File: src/rtl/core/chbh_pkg.sv
// Shared types and constants for the chained block hash unit.
// Used by the front end, the job queue, the back end and the top level.
// No dependencies.
`timescale 1ns / 1ps
`default_nettype none

package chbh_pkg;

  localparam int unsigned CHBH_NUM_WORDS   = 8;
  localparam int unsigned CHBH_QUEUE_DEPTH = 4;

  localparam int unsigned HASH_W     = 32;
  localparam int unsigned WINDOW_W   = 24;
  localparam int unsigned FOLD_SHIFT = 16;

  localparam logic [HASH_W-1:0] MUL_B = 32'd2747636419;
  localparam logic [HASH_W-1:0] MUL_C = 32'd2654435769;
  // 31 - MUL_B modulo 2^32: the two mix-state products folded into one.
  localparam logic [HASH_W-1:0] MIX_K = 32'd31 - MUL_B;

  typedef enum logic {
    JOB_POS,
    JOB_EMIT
  } job_kind_t;

  typedef struct packed {
    job_kind_t          kind;
    logic [HASH_W-1:0]  window;
  } job_t;

endpackage

`default_nettype wire

File: src/rtl/core/chained_block_hash_256_unit.sv
// Chained block hash unit: byte-serial hash with eight 32-bit chained words.
// Top level; instantiates chbh_front, chbh_queue and chbh_back; uses chbh_pkg.
//
// Each item carries one message byte; a message ends with an item that has
// in_end_of_message set, after which NUM_WORDS result items (one hash word
// each, index 0 first) appear in order. The front end takes one item per
// cycle while the job queue has room, except that after a message end it
// holds in_full high while the up to three waiting positions and the emit
// job are queued. For every byte position the back end runs a mix step and
// then updates the words in order on the single shared 32x32 multiplier,
// which each word update uses three times in a chain. A message end adds the
// up to three padded positions still waiting, then the emit job, whose
// NUM_WORDS result items stall while a result is not taken, and a reseeding
// pass; the same reseed pass runs after reset.
`timescale 1ns / 1ps
`default_nettype none

module chained_block_hash_256_unit
  import chbh_pkg::*;
#(
  parameter int unsigned NUM_WORDS   = CHBH_NUM_WORDS,
  parameter int unsigned QUEUE_DEPTH = CHBH_QUEUE_DEPTH
)
(
  input  wire logic        clk,
  input  wire logic        rst_n,
  input  wire logic        in_push,
  output logic             in_full,
  input  wire logic [7:0]  in_data_byte,
  input  wire logic        in_end_of_message,
  input  wire logic        in_no_byte,
  output logic             out_empty,
  input  wire logic        out_pop,
  output logic [31:0]      out_hash_word,
  output logic [2:0]       out_word_index,
  output logic             out_last_word
);

  logic q_push;
  logic q_full;
  logic q_pop;
  logic q_empty;
  job_t push_job;
  job_t pop_job;

  chbh_front u_front (
    .clk               (clk),
    .rst_n             (rst_n),
    .in_push           (in_push),
    .in_full           (in_full),
    .in_data_byte      (in_data_byte),
    .in_end_of_message (in_end_of_message),
    .in_no_byte        (in_no_byte),
    .q_push            (q_push),
    .q_job             (push_job),
    .q_full            (q_full)
  );

  chbh_queue #(
    .DEPTH (QUEUE_DEPTH)
  ) u_queue (
    .clk      (clk),
    .rst_n    (rst_n),
    .push     (q_push),
    .push_job (push_job),
    .full     (q_full),
    .pop      (q_pop),
    .pop_job  (pop_job),
    .empty    (q_empty)
  );

  chbh_back #(
    .NUM_WORDS (NUM_WORDS)
  ) u_back (
    .clk            (clk),
    .rst_n          (rst_n),
    .q_job          (pop_job),
    .q_empty        (q_empty),
    .q_pop          (q_pop),
    .out_hash_word  (out_hash_word),
    .out_word_index (out_word_index),
    .out_last_word  (out_last_word),
    .out_empty      (out_empty),
    .out_pop        (out_pop)
  );

endmodule

`default_nettype wire

File: src/rtl/core/chbh_front.sv
// Front end of the chained block hash unit: holds the byte window and turns
// accepted items into position and emit jobs for the back end.
// Depends on chbh_pkg.
`timescale 1ns / 1ps
`default_nettype none

module chbh_front
  import chbh_pkg::*;
(
  input  wire logic        clk,
  input  wire logic        rst_n,
  input  wire logic        in_push,
  output logic             in_full,
  input  wire logic [7:0]  in_data_byte,
  input  wire logic        in_end_of_message,
  input  wire logic        in_no_byte,
  output logic             q_push,
  output job_t             q_job,
  input  wire logic        q_full
);

  logic [WINDOW_W-1:0] window_r;
  logic [1:0]          fill_r;
  logic                flush_r;
  logic                accept;
  logic                full_pos;

  assign in_full  = flush_r || q_full;
  assign accept   = in_push && !in_full;
  assign full_pos = accept && !in_no_byte && (fill_r == 2'd3);

  always_comb begin
    q_push      = 1'b0;
    q_job.kind  = JOB_POS;
    q_job.window = {in_data_byte, window_r};
    if (full_pos) begin
      q_push = 1'b1;
    end else if (flush_r && !q_full) begin
      q_push = 1'b1;
      if (fill_r != 2'd0) begin
        q_job.window = {8'd0, window_r};
      end else begin
        q_job.kind   = JOB_EMIT;
        q_job.window = '0;
      end
    end
  end

  always_ff @(posedge clk) begin
    if (!rst_n) begin
      window_r <= '0;
      fill_r   <= 2'd0;
      flush_r  <= 1'b0;
    end else if (accept) begin
      if (!in_no_byte) begin
        case (fill_r)
          2'd0: begin
            window_r[7:0] <= in_data_byte;
            fill_r        <= 2'd1;
          end
          2'd1: begin
            window_r[15:8] <= in_data_byte;
            fill_r         <= 2'd2;
          end
          2'd2: begin
            window_r[23:16] <= in_data_byte;
            fill_r          <= 2'd3;
          end
          default: begin
            window_r <= {in_data_byte, window_r[23:8]};
          end
        endcase
      end
      flush_r <= in_end_of_message;
    end else if (flush_r && !q_full) begin
      if (fill_r != 2'd0) begin
        window_r <= {8'd0, window_r[23:8]};
        fill_r   <= fill_r - 2'd1;
      end else begin
        window_r <= '0;
        flush_r  <= 1'b0;
      end
    end
  end

  assert property (@(posedge clk) disable iff (!rst_n)
    q_push |-> !q_full)
    else $error("Job pushed into a full queue.");

  assert property (@(posedge clk) disable iff (!rst_n)
    (flush_r && !q_full && fill_r == 2'd0) |-> (q_push && q_job.kind == JOB_EMIT))
    else $error("Flush finished without an emit job.");

  assert property (@(posedge clk) disable iff (!rst_n)
    (accept && in_end_of_message) |=> flush_r)
    else $error("Message end did not start a flush.");

endmodule

`default_nettype wire

File: src/rtl/core/chbh_queue.sv
// Short job queue between the front end and the back end.
// Depends on chbh_pkg for the job type.
`timescale 1ns / 1ps
`default_nettype none

module chbh_queue
  import chbh_pkg::*;
#(
  parameter int unsigned DEPTH = CHBH_QUEUE_DEPTH
)
(
  input  wire logic clk,
  input  wire logic rst_n,
  input  wire logic push,
  input  wire job_t push_job,
  output logic      full,
  input  wire logic pop,
  output job_t      pop_job,
  output logic      empty
);

  localparam int unsigned PTR_W = (DEPTH > 1) ? $clog2(DEPTH) : 1;
  localparam int unsigned CNT_W = $clog2(DEPTH + 1);

  job_t             mem_r [DEPTH];
  logic [PTR_W-1:0] wr_ptr_r;
  logic [PTR_W-1:0] rd_ptr_r;
  logic [CNT_W-1:0] count_r;
  logic             do_push;
  logic             do_pop;

  assign full    = (count_r == CNT_W'(DEPTH));
  assign empty   = (count_r == '0);
  assign do_push = push && !full;
  assign do_pop  = pop && !empty;
  assign pop_job = mem_r[rd_ptr_r];

  always_ff @(posedge clk) begin
    if (do_push) begin
      mem_r[wr_ptr_r] <= push_job;
    end
  end

  always_ff @(posedge clk) begin
    if (!rst_n) begin
      wr_ptr_r <= '0;
      rd_ptr_r <= '0;
      count_r  <= '0;
    end else begin
      if (do_push) begin
        wr_ptr_r <= (wr_ptr_r == PTR_W'(DEPTH - 1)) ? '0 : wr_ptr_r + PTR_W'(1);
      end
      if (do_pop) begin
        rd_ptr_r <= (rd_ptr_r == PTR_W'(DEPTH - 1)) ? '0 : rd_ptr_r + PTR_W'(1);
      end
      if (do_push && !do_pop) begin
        count_r <= count_r + CNT_W'(1);
      end else if (do_pop && !do_push) begin
        count_r <= count_r - CNT_W'(1);
      end
    end
  end

endmodule

`default_nettype wire

File: src/rtl/core/chbh_back.sv
// Back end of the chained block hash unit: mix-state fold, word-by-word
// chain update on one shared multiplier, result emission and reseeding.
// Depends on chbh_pkg.
`timescale 1ns / 1ps
`default_nettype none

module chbh_back
  import chbh_pkg::*;
#(
  parameter int unsigned NUM_WORDS = CHBH_NUM_WORDS
)
(
  input  wire logic               clk,
  input  wire logic               rst_n,
  input  wire job_t               q_job,
  input  wire logic               q_empty,
  output logic                    q_pop,
  output logic [HASH_W-1:0]       out_hash_word,
  output logic [2:0]              out_word_index,
  output logic                    out_last_word,
  output logic                    out_empty,
  input  wire logic               out_pop
);

  localparam int unsigned IDX_W = (NUM_WORDS > 1) ? $clog2(NUM_WORDS) : 1;
  localparam logic [IDX_W-1:0] LAST_IDX = IDX_W'(NUM_WORDS - 1);

  typedef enum logic [2:0] {
    ST_SEED,
    ST_IDLE,
    ST_MIX_MUL,
    ST_MIX_ADD,
    ST_W1,
    ST_W2,
    ST_W3,
    ST_EMIT
  } state_t;

  state_t            state_r;
  logic [IDX_W-1:0]  idx_r;
  logic [HASH_W-1:0] mix_r;
  logic [HASH_W-1:0] prev_r;
  logic [HASH_W-1:0] prod_r;
  logic [HASH_W-1:0] window_r;
  logic [HASH_W-1:0] words_r [NUM_WORDS];
  logic              out_valid_r;

  logic [HASH_W-1:0] idx_ext;
  logic [HASH_W-1:0] cur_word;
  logic [HASH_W-1:0] w1_val;
  logic [HASH_W-1:0] folded;
  logic [HASH_W-1:0] mul_a;
  logic [HASH_W-1:0] mul_b;
  logic [HASH_W-1:0] mul_p;
  logic              out_free;
  logic              out_load;

  assign idx_ext   = HASH_W'(idx_r);
  assign cur_word  = words_r[idx_r];
  assign w1_val    = ((cur_word + ((mix_r >> idx_r) ^ prev_r)) ^ (prev_r + idx_ext)) ^ MUL_B;
  assign folded    = prod_r ^ (prod_r >> FOLD_SHIFT);
  assign out_free  = !out_valid_r || out_pop;
  assign out_load  = (state_r == ST_EMIT) && out_free;
  assign out_empty = !out_valid_r;
  assign q_pop     = (state_r == ST_IDLE) && !q_empty;

  always_comb begin
    case (state_r)
      ST_MIX_MUL: begin
        mul_a = mix_r;
        mul_b = MIX_K;
      end
      ST_W1: begin
        mul_a = w1_val;
        mul_b = MUL_C + idx_ext;
      end
      default: begin
        mul_a = folded;
        mul_b = MUL_C;
      end
    endcase
  end

  assign mul_p = mul_a * mul_b;

  always_ff @(posedge clk) begin
    if (!rst_n) begin
      state_r     <= ST_SEED;
      out_valid_r <= 1'b0;
    end else begin
      if (out_load) begin
        out_valid_r    <= 1'b1;
        out_hash_word  <= cur_word;
        out_word_index <= 3'(idx_r);
        out_last_word  <= (idx_r == LAST_IDX);
      end else if (out_pop) begin
        out_valid_r <= 1'b0;
      end
      case (state_r)
        ST_SEED: begin
          for (int i = 0; i < NUM_WORDS; i++) begin
            words_r[i] <= '0;
          end
          mix_r   <= '0;
          prev_r  <= '0;
          idx_r   <= '0;
          state_r <= ST_W1;
        end
        ST_IDLE: begin
          if (!q_empty) begin
            window_r <= q_job.window;
            idx_r    <= '0;
            state_r  <= (q_job.kind == JOB_EMIT) ? ST_EMIT : ST_MIX_MUL;
          end
        end
        ST_MIX_MUL: begin
          prod_r  <= mul_p;
          state_r <= ST_MIX_ADD;
        end
        ST_MIX_ADD: begin
          mix_r   <= prod_r + (mix_r ^ MUL_C) + window_r;
          prev_r  <= prod_r + (mix_r ^ MUL_C) + window_r;
          state_r <= ST_W1;
        end
        ST_W1: begin
          prod_r  <= mul_p;
          state_r <= ST_W2;
        end
        ST_W2: begin
          prod_r  <= mul_p;
          state_r <= ST_W3;
        end
        ST_W3: begin
          words_r[idx_r] <= mul_p;
          prev_r         <= mul_p;
          if (idx_r == LAST_IDX) begin
            state_r <= ST_IDLE;
          end else begin
            idx_r   <= idx_r + IDX_W'(1);
            state_r <= ST_W1;
          end
        end
        ST_EMIT: begin
          if (out_free) begin
            if (idx_r == LAST_IDX) begin
              state_r <= ST_SEED;
            end else begin
              idx_r <= idx_r + IDX_W'(1);
            end
          end
        end
        default: begin
          state_r <= ST_IDLE;
        end
      endcase
    end
  end

  assert property (@(posedge clk) disable iff (!rst_n)
    out_load |-> (state_r == ST_EMIT))
    else $error("Result loaded outside emission.");

  assert property (@(posedge clk) disable iff (!rst_n)
    (state_r == ST_W3 && idx_r == LAST_IDX) |=> (state_r == ST_IDLE))
    else $error("Chain pass did not end after the last word.");

  assert property (@(posedge clk) disable iff (!rst_n)
    (state_r == ST_SEED) |=> (state_r == ST_W1 && idx_r == '0 && mix_r == '0))
    else $error("Reseed did not start a clean chain pass.");

  assert property (@(posedge clk) disable iff (!rst_n)
    (out_valid_r && !out_pop) |=> out_valid_r)
    else $error("Waiting result item was dropped.");

endmodule

`default_nettype wire
File: config.mk
export PLATFORM = sky130hd
export DESIGN_NAME = chained_block_hash_256_unit
export DESIGN_NICKNAME = d
export VERILOG_FILES = /design/src/rtl/core/chbh_pkg.sv /design/src/rtl/core/chained_block_hash_256_unit.sv /design/src/rtl/core/chbh_front.sv /design/src/rtl/core/chbh_queue.sv /design/src/rtl/core/chbh_back.sv
export SDC_FILE = /design/constraint.sdc
export NUM_CORES = 2
export LEC_CHECK = 0
export BUFFER_PORTS_ARGS = -buffer_cell sky130_fd_sc_hd__clkbuf_2
export CAP_MARGIN = 25
export CORE_MARGIN = 2
export CORE_UTILIZATION = 50
export DETAILED_ROUTE_END_ITERATION = 7
export GPL_TIMING_DRIVEN = 0
export HOLD_SLACK_MARGIN = 0.06
export PLACE_DENSITY = 0.71
export SETUP_SLACK_MARGIN = 0.15
export SYNTH_ARGS = -nofsm -noshare
export SYNTH_HDL_FRONTEND = slang
export SYNTH_SLANG_ARGS = --single-unit
File: constraint.sdc
create_clock -name clk -period 24.6 [get_ports clk]
set_input_delay 4.92 -clock clk [delete_from_list [all_inputs] [get_ports clk]]
set_output_delay 4.92 -clock clk [all_outputs]
set_load 0.01 [all_outputs]
# == Word-level counts from Yosys, hierarchy flattened ==
# Memory sizes are Yosys's and may differ from the RTL's. A register that Yosys moved wholly into a read port is not among the register bits.
# Cells that the tools add are included.
# totals
reg_bits,205
ramBits,388
input_bits,14
memories,2
# memory_table
name,depth,word_bits,read_ports,rd_ports_with_merged_regs,write_ports,line_no,source
u_back.words_r,8,32,1,1,8,chbh_back.sv:45,logic [HASH_W-1:0] words_r [NUM_WORDS];
u_queue.mem_r,4,33,1,1,1,chbh_queue.sv:25,job_t mem_r [DEPTH];
# classes
n_mul,1
n_shift,1
eq_ne,23
n_bitwise,6
reduce_logical,48
muxes,55
addsub,11
# ops
cell,count
32-bit case mux with 2 select lines,3
32-bit adder,3
24-bit two-way mux,4
32-bit case mux with 3 select lines,1
33-bit two-way mux,2
32-bit bitwise XOR,2
3-bit two-way mux,12
32-bit by 3-bit adder with 32-bit output,1
32-bit by 3-bit adder with 32-bit output (first input constant),1
32-bit by 32-bit multiplier with 32-bit output,1
32-bit two-way mux,1
8-bit case mux with 2 select lines,2
32-bit OR reduction,1
32-bit by 3-bit >> shifter with 32-bit output,1
32-bit by 16-bit bitwise XOR with 32-bit output,1
3-bit case mux with 7 select lines,1
20-bit NOT,1
3-bit == test (second input constant),6
1-bit two-way mux,17
16-bit two-way mux,1
2-bit two-way mux,8
16-bit NOT,1
3-bit AND reduction,5
2-bit inequality test (second input constant),6
other kinds (26),63

# == Depth between registers and ports, before layout ==
# logic_depth
word_depth,12
depth_mapped,48
mapped_depth_nobuf,46

# == Cells and area by module ==
# A second synthesis with hierarchy kept.
# hier_totals
cells_unflattened,3690
area_unflattened_um2,43565.5
# by_module_without_submodules
module,seq_area_each_um2,n_inst,cells_each,area_each_um2
chbh_back,12812.3,1,3284,36722.7
chbh_queue,4144.0,1,224,5288.8
chbh_front,540.5,1,182,1554.0

# == Worst setup path before layout ==
# Ideal clock, no wire load.
# synth_path
path_type,reg2reg
from,reg u_back.idx_r[0]
to,mem u_back.words_r[0][31] (data pin)
t_arrival_ns,11.079
path_buffers,2
synth_period_minus_slack_ns,11.347
path_stages_with_launch,41
t_required_ns,24.333
setup_slack_ns,13.253
cell_sequence,edfxtp_1 > clkbuf_1 > buf_1 > mux2i_1 > mux4_2 > xnor2_1 > ha_1 > inv_1 > fa_1 > nor2b_4 > o31ai_2 > a21oi_2 > o21ai_4 > o21ai_0 > xnor2_1 > a221o_1 > o21ai_1 > nor2_1 > (+5 left out) > inv_1 > fa_1 > inv_1 > fa_1 > inv_1 > fa_1 > fa_1 > ha_1 > nand4_1 > o31ai_1 > a41oi_1 > o21ai_0 > o21ai_0 > o31ai_1 > xor3_1 > xnor2_1 > xnor2_2 > nor2_1
# synth_lines
element,line_no,source
"start, declared",chbh_back.sv:40,logic [IDX_W-1:0] idx_r;
"start signal, assigned",chbh_back.sv:139,idx_r <= idx_r + IDX_W'(1);
"start signal, assigned",chbh_back.sv:148,idx_r <= idx_r + IDX_W'(1);
"end, declared",chbh_back.sv:45,

==> impl_results.md <==
* Fmax achieved at 65.9 MHz
* Die footprint at 89000 µm²
* Total area of sequential cells at 17500 µm²
* Via count of the first global-routing pass at 29900
* Sequential element share of the synthesized area at 40.4%
* Hold Violations, Final at 0
* WL/cell at 24.8 µm
* Worst R2R Path Depth at 39
* # resized after CTS at 0
* Clock tree root driver cell: sky130_fd_sc_hd__clkbuf_16
* Total vias in the final route at 29600
* Setup repair after global routing missed its margin: false
* Residual DRC count at 0
* Setup crit start: u_back.idx_r[0]
* Post-route minimum period at 15170 ps
* First-pass detailed-route iteration total at 6
* Core area at 85500 µm²
* Layout cell share with drive strength beyond 1 at 10.0%
* Endpoint type of the worst setup path: flip-flop
* Hold/Removal Path Class: reg -> reg
* Clock sink count at 597
* Number of port buffers at 50
* Endpoint of the worst setup timing path: u_back.words_r[5][31]
* CTS Buf Count at 57
* Wire length of the first global-routing pass at 189 mm
* WL final at 126 mm
* FF+latch count, synth at 597
* Number of vias per cell at 5.84
* Clock transition time at the flip-flop clock pins of the worst setup and hold paths at 60 ps
* Diode insertion count for antenna repair at 0
* Die span in x at 298 µm
* Capture instance of the worst register-to-register path: u_back.words_r[5][31]
* Maximum number of pins on one net before global-route repair at 34
* Clock tree from TritonCTS: built
* I/O pins at 52
* Number of standard cells in the final layout excluding fillers at 5068
* Most Frequent Cell on Critical Path: sky130_fd_sc_hd__fa_1
* Remaining number of nets flagged by the antenna check after routing at 0
* Max-slew violations at 0
* Number of flops mapped to enable cells by yosys at 554
* H-tree depth at 2
* Actual transition at the worst max-transition pin at 1300 ps
* Area growth from synthesis to final layout at 9.86%
* Fill cells at 7170
* Drt initial violations at 3200
* Number of endpoints failing setup at the final stage at 0
* Req. time, crit path at 24950 ps
* Worst path arrival time at 15530 ps
* Critical path's largest stage delay at 900 ps
* Element type at the critical path start: flip-flop
* Cell type of the slowest stage on the worst timing path: sky130_fd_sc_hd__o31ai_1
* Run status: complete, no violations
* Placed wire-length estimate at 99.1 mm
* Area after DPL at 45700 µm²
* Reg2reg setup slack at 9430 ps
* Clock Tree Buf Depth at 3
* Area occupied by multi-input gates at 23400 µm²
* # nets final at 4518
* Std cell rows at 107
* Global routing usage summed across all routing layers at 28.5%
* Overflow left after global routing at 0
* Worst slew margin relative to its limit at 13.5%
* Post-synth top flop: sky130_fd_sc_hd__edfxtp_1
* # placed instances at 4959
* Total number of yosys warnings at 0
* Reg-to-reg startpoint: u_back.idx_r[0]
* Async set-reset flop share out of synthesis at 0%
* Largest fanout on the critical path at 10
* Initial antenna violation count at 0
* Post-synthesis net count at 4368
* Clk_lat worst skew at 630 ps
* CTS hold repair buffers at 0
* Mapped Cells at 3728
* Vertical extent of the die at 298 µm
* Mean instance size in the synthesized netlist at 11.6 µm²
* WS Path Type: reg -> reg
* Initial standard-cell utilization of the core at 50.6%
* Unique cell type count in the Yosys netlist at 82
* Worst clock skew on the final layout at 43.2 ps
* Placer's final routability congestion estimate at 0.998
* Post-route standard cell area excluding fillers at 47600 µm²
* Setup bufs post-CTS at 0
* Final period utilization at 61.7%
* Max-capacitance violation count at 0
* TNS Setup at 0 ps
* Cell area after technology mapping at 43300 µm²
* Final-layout worst hold slack at 479 ps
## cell type report
| class | count | area share, % |
|---|---|---|
| plain buffers | 132 | 1.05 |
| multi-input cells | 2431 | 49.1 |
| clock buffers | 73 | 3.28 |
| inverters | 568 | 4.48 |
| repair buffers | 91 | 1.77 |
| well taps | 1144 | 3.01 |
| flip-flops and latches | 597 | 36.8 |
| clock inverters | 32 | 0.521 |
## registers in the layout (all words and copies together), names as in the netlist, named ones only
| name | flops |
|---|---|
| u_back.state_r | 3 |
| u_back.idx_r | 3 |
| u_front.flush_r | 1 |
| u_queue.wr_ptr_r | 2 |
| u_queue.rd_ptr_r | 2 |
| u_back.prev_r | 31 |
| u_back.out_last_word | 1 |
| u_back.out_valid_r | 1 |
| u_queue.mem_r | 132 |
| u_front.fill_r | 2 |
| u_front.window_r | 24 |
| u_queue.count_r | 3 |
| u_back.out_hash_word | 32 |
| u_back.mix_r | 32 |
| u_back.window_r | 32 |
| u_back.out_word_index | 3 |
| u_back.words_r | 256 |
| u_back.prod_r | 32 |
## worst min path at each step
stage | start | to | depth (start not counted)
floorplan | u_front.window_r[16] | u_front.window_r[16] | 2
global placement | u_front.window_r[17] | u_front.window_r[17] | 2
detailed placement | u_front.window_r[17] | u_front.window_r[17] | 2
CTS | u_front.window_r[17] | u_front.window_r[17] | 2
global route | u_front.window_r[17] | u_front.window_r[17] | 2
finish | u_front.window_r[16] | u_front.window_r[16] | 2
## layer usage
| layer | vias to the layer above | track usage [%] | part of all wire, % |
|---|---|---|---|
| met5 | - | 0 | 0 |
| met4 | 0 | 12.3 | 5.3 |
| met3 | 319 | 5.72 | 10 |
| met2 | 1607 | 44.0 | 45 |
| met1 | 14800 | 39.5 | 40 |
| li1 | 12800 | - | - |
## critical path: cells and delay by family (launching register included)
family	cells	cell delay, ps
xor+xnor	5	1660
buf+inv	8	2330
compound gates	8	3960
flops	1	530
mux	2	740
fa+ha+maj	10	4700
simple gates	6	980
## placed cells by master (no fill, tap or decap), types with 19 or more instances in the layout
| cell type | n |
|---|---|
| sky130_fd_sc_hd__dfxtp_1 | 43 |
| sky130_fd_sc_hd__nand3_1 | 43 |
| sky130_fd_sc_hd__nor2b_1 | 39 |
| sky130_fd_sc_hd__edfxtp_1 | 554 |
| sky130_fd_sc_hd__mux2_2 | 35 |
| sky130_fd_sc_hd__a211oi_1 | 23 |
| sky130_fd_sc_hd__clkbuf_2 | 50 |
| sky130_fd_sc_hd__and2_1 | 50 |
| sky130_fd_sc_hd__clkbuf_1 | 118 |
| sky130_fd_sc_hd__o21ai_0 | 56 |
| sky130_fd_sc_hd__mux4_2 | 113 |
| sky130_fd_sc_hd__xor2_1 | 57 |
| sky130_fd_sc_hd__nor3_1 | 24 |
| sky130_fd_sc_hd__a21oi_1 | 126 |
| sky130_fd_sc_hd__o22ai_1 | 19 |
| sky130_fd_sc_hd__nor2_1 | 509 |
| sky130_fd_sc_hd__mux2i_1 | 48 |
| sky130_fd_sc_hd__buf_1 | 23 |
| sky130_fd_sc_hd__a21o_1 | 53 |
| sky130_fd_sc_hd__ha_1 | 250 |
| sky130_fd_sc_hd__and3_1 | 19 |
| sky130_fd_sc_hd__nand2_1 | 185 |
| sky130_fd_sc_hd__fa_1 | 376 |
| sky130_fd_sc_hd__xnor2_1 | 167 |
| sky130_fd_sc_hd__nand2b_1 | 29 |
| sky130_fd_sc_hd__inv_1 | 564 |
| sky130_fd_sc_hd__clkbuf_16 | 59 |
## Yosys cell counts, types with 8 or more instances
master / number / share of area [%]
sky130_fd_sc_hd__nor3_1: 25 / 0.29
sky130_fd_sc_hd__xnor2_1: 176 / 3.6
sky130_fd_sc_hd__a211oi_1: 23 / 0.40
sky130_fd_sc_hd__a31oi_1: 10 / 0.14
sky130_fd_sc_hd__ha_1: 250 / 7.2
sky130_fd_sc_hd__a22oi_1: 11 / 0.19
sky130_fd_sc_hd__mux4_2: 113 / 5.9
sky130_fd_sc_hd__o22ai_1: 19 / 0.27
sky130_fd_sc_hd__xor2_1: 62 / 1.3
sky130_fd_sc_hd__a21oi_1: 130 / 1.5
sky130_fd_sc_hd__o21a_1: 12 / 0.21
sky130_fd_sc_hd__dfxtp_1: 43 / 2.0
sky130_fd_sc_hd__nor2b_1: 39 / 0.56
sky130_fd_sc_hd__nand3_1: 43 / 0.50
sky130_fd_sc_hd__o21bai_1: 15 / 0.26
sky130_fd_sc_hd__clkbuf_1: 107 / 0.93
sky130_fd_sc_hd__a311oi_1: 8 / 0.16
sky130_fd_sc_hd__edfxtp_1: 554 / 38
sky130_fd_sc_hd__inv_1: 564 / 4.9
sky130_fd_sc_hd__mux2i_1: 48 / 1.1
sky130_fd_sc_hd__nand2_1: 193 / 1.7
sky130_fd_sc_hd__fa_1: 376 / 17
sky130_fd_sc_hd__nand4_1: 13 / 0.19
sky130_fd_sc_hd__or3_1: 8 / 0.12
sky130_fd_sc_hd__and2_1: 54 / 0.78
sky130_fd_sc_hd__buf_1: 23 / 0.20
sky130_fd_sc_hd__nor2_1: 511 / 4.4
sky130_fd_sc_hd__nand2b_1: 29 / 0.42
sky130_fd_sc_hd__a21o_1: 53 / 0.92
sky130_fd_sc_hd__mux2_2: 35 / 0.91
sky130_fd_sc_hd__and3_1: 19 / 0.27
sky130_fd_sc_hd__o21ai_0: 56 / 0.65
## metrics by stage
stage | utilization, % | worst slack (ps)
2_1_floorplan | - | 13250
3_3_place_gp | 52.6 | 9530
3_5_place_dp | 53.4 | 9640
4_1_cts | 55.5 | 9600
5_1_grt | 55.6 | 8950
6_report | 55.6 | 9430
## cell families (layout without fill, tap and decap cells)
logic type      count (synthesis)  count (layout)  share of synthesized area, %
simple gates                  962             962                          9.76
buf+inv                       700             896                          6.08
fa+ha+maj                     626             626                          24.6
flops                         597             597                          40.4
compound gates                402             402                          6.11
xor+xnor                      245             245                          5.14
mux                           196             196                          7.90
Power is not shown: default switching activity piles up to over one toggle a cycle in this logic, so the estimate is an artifact.
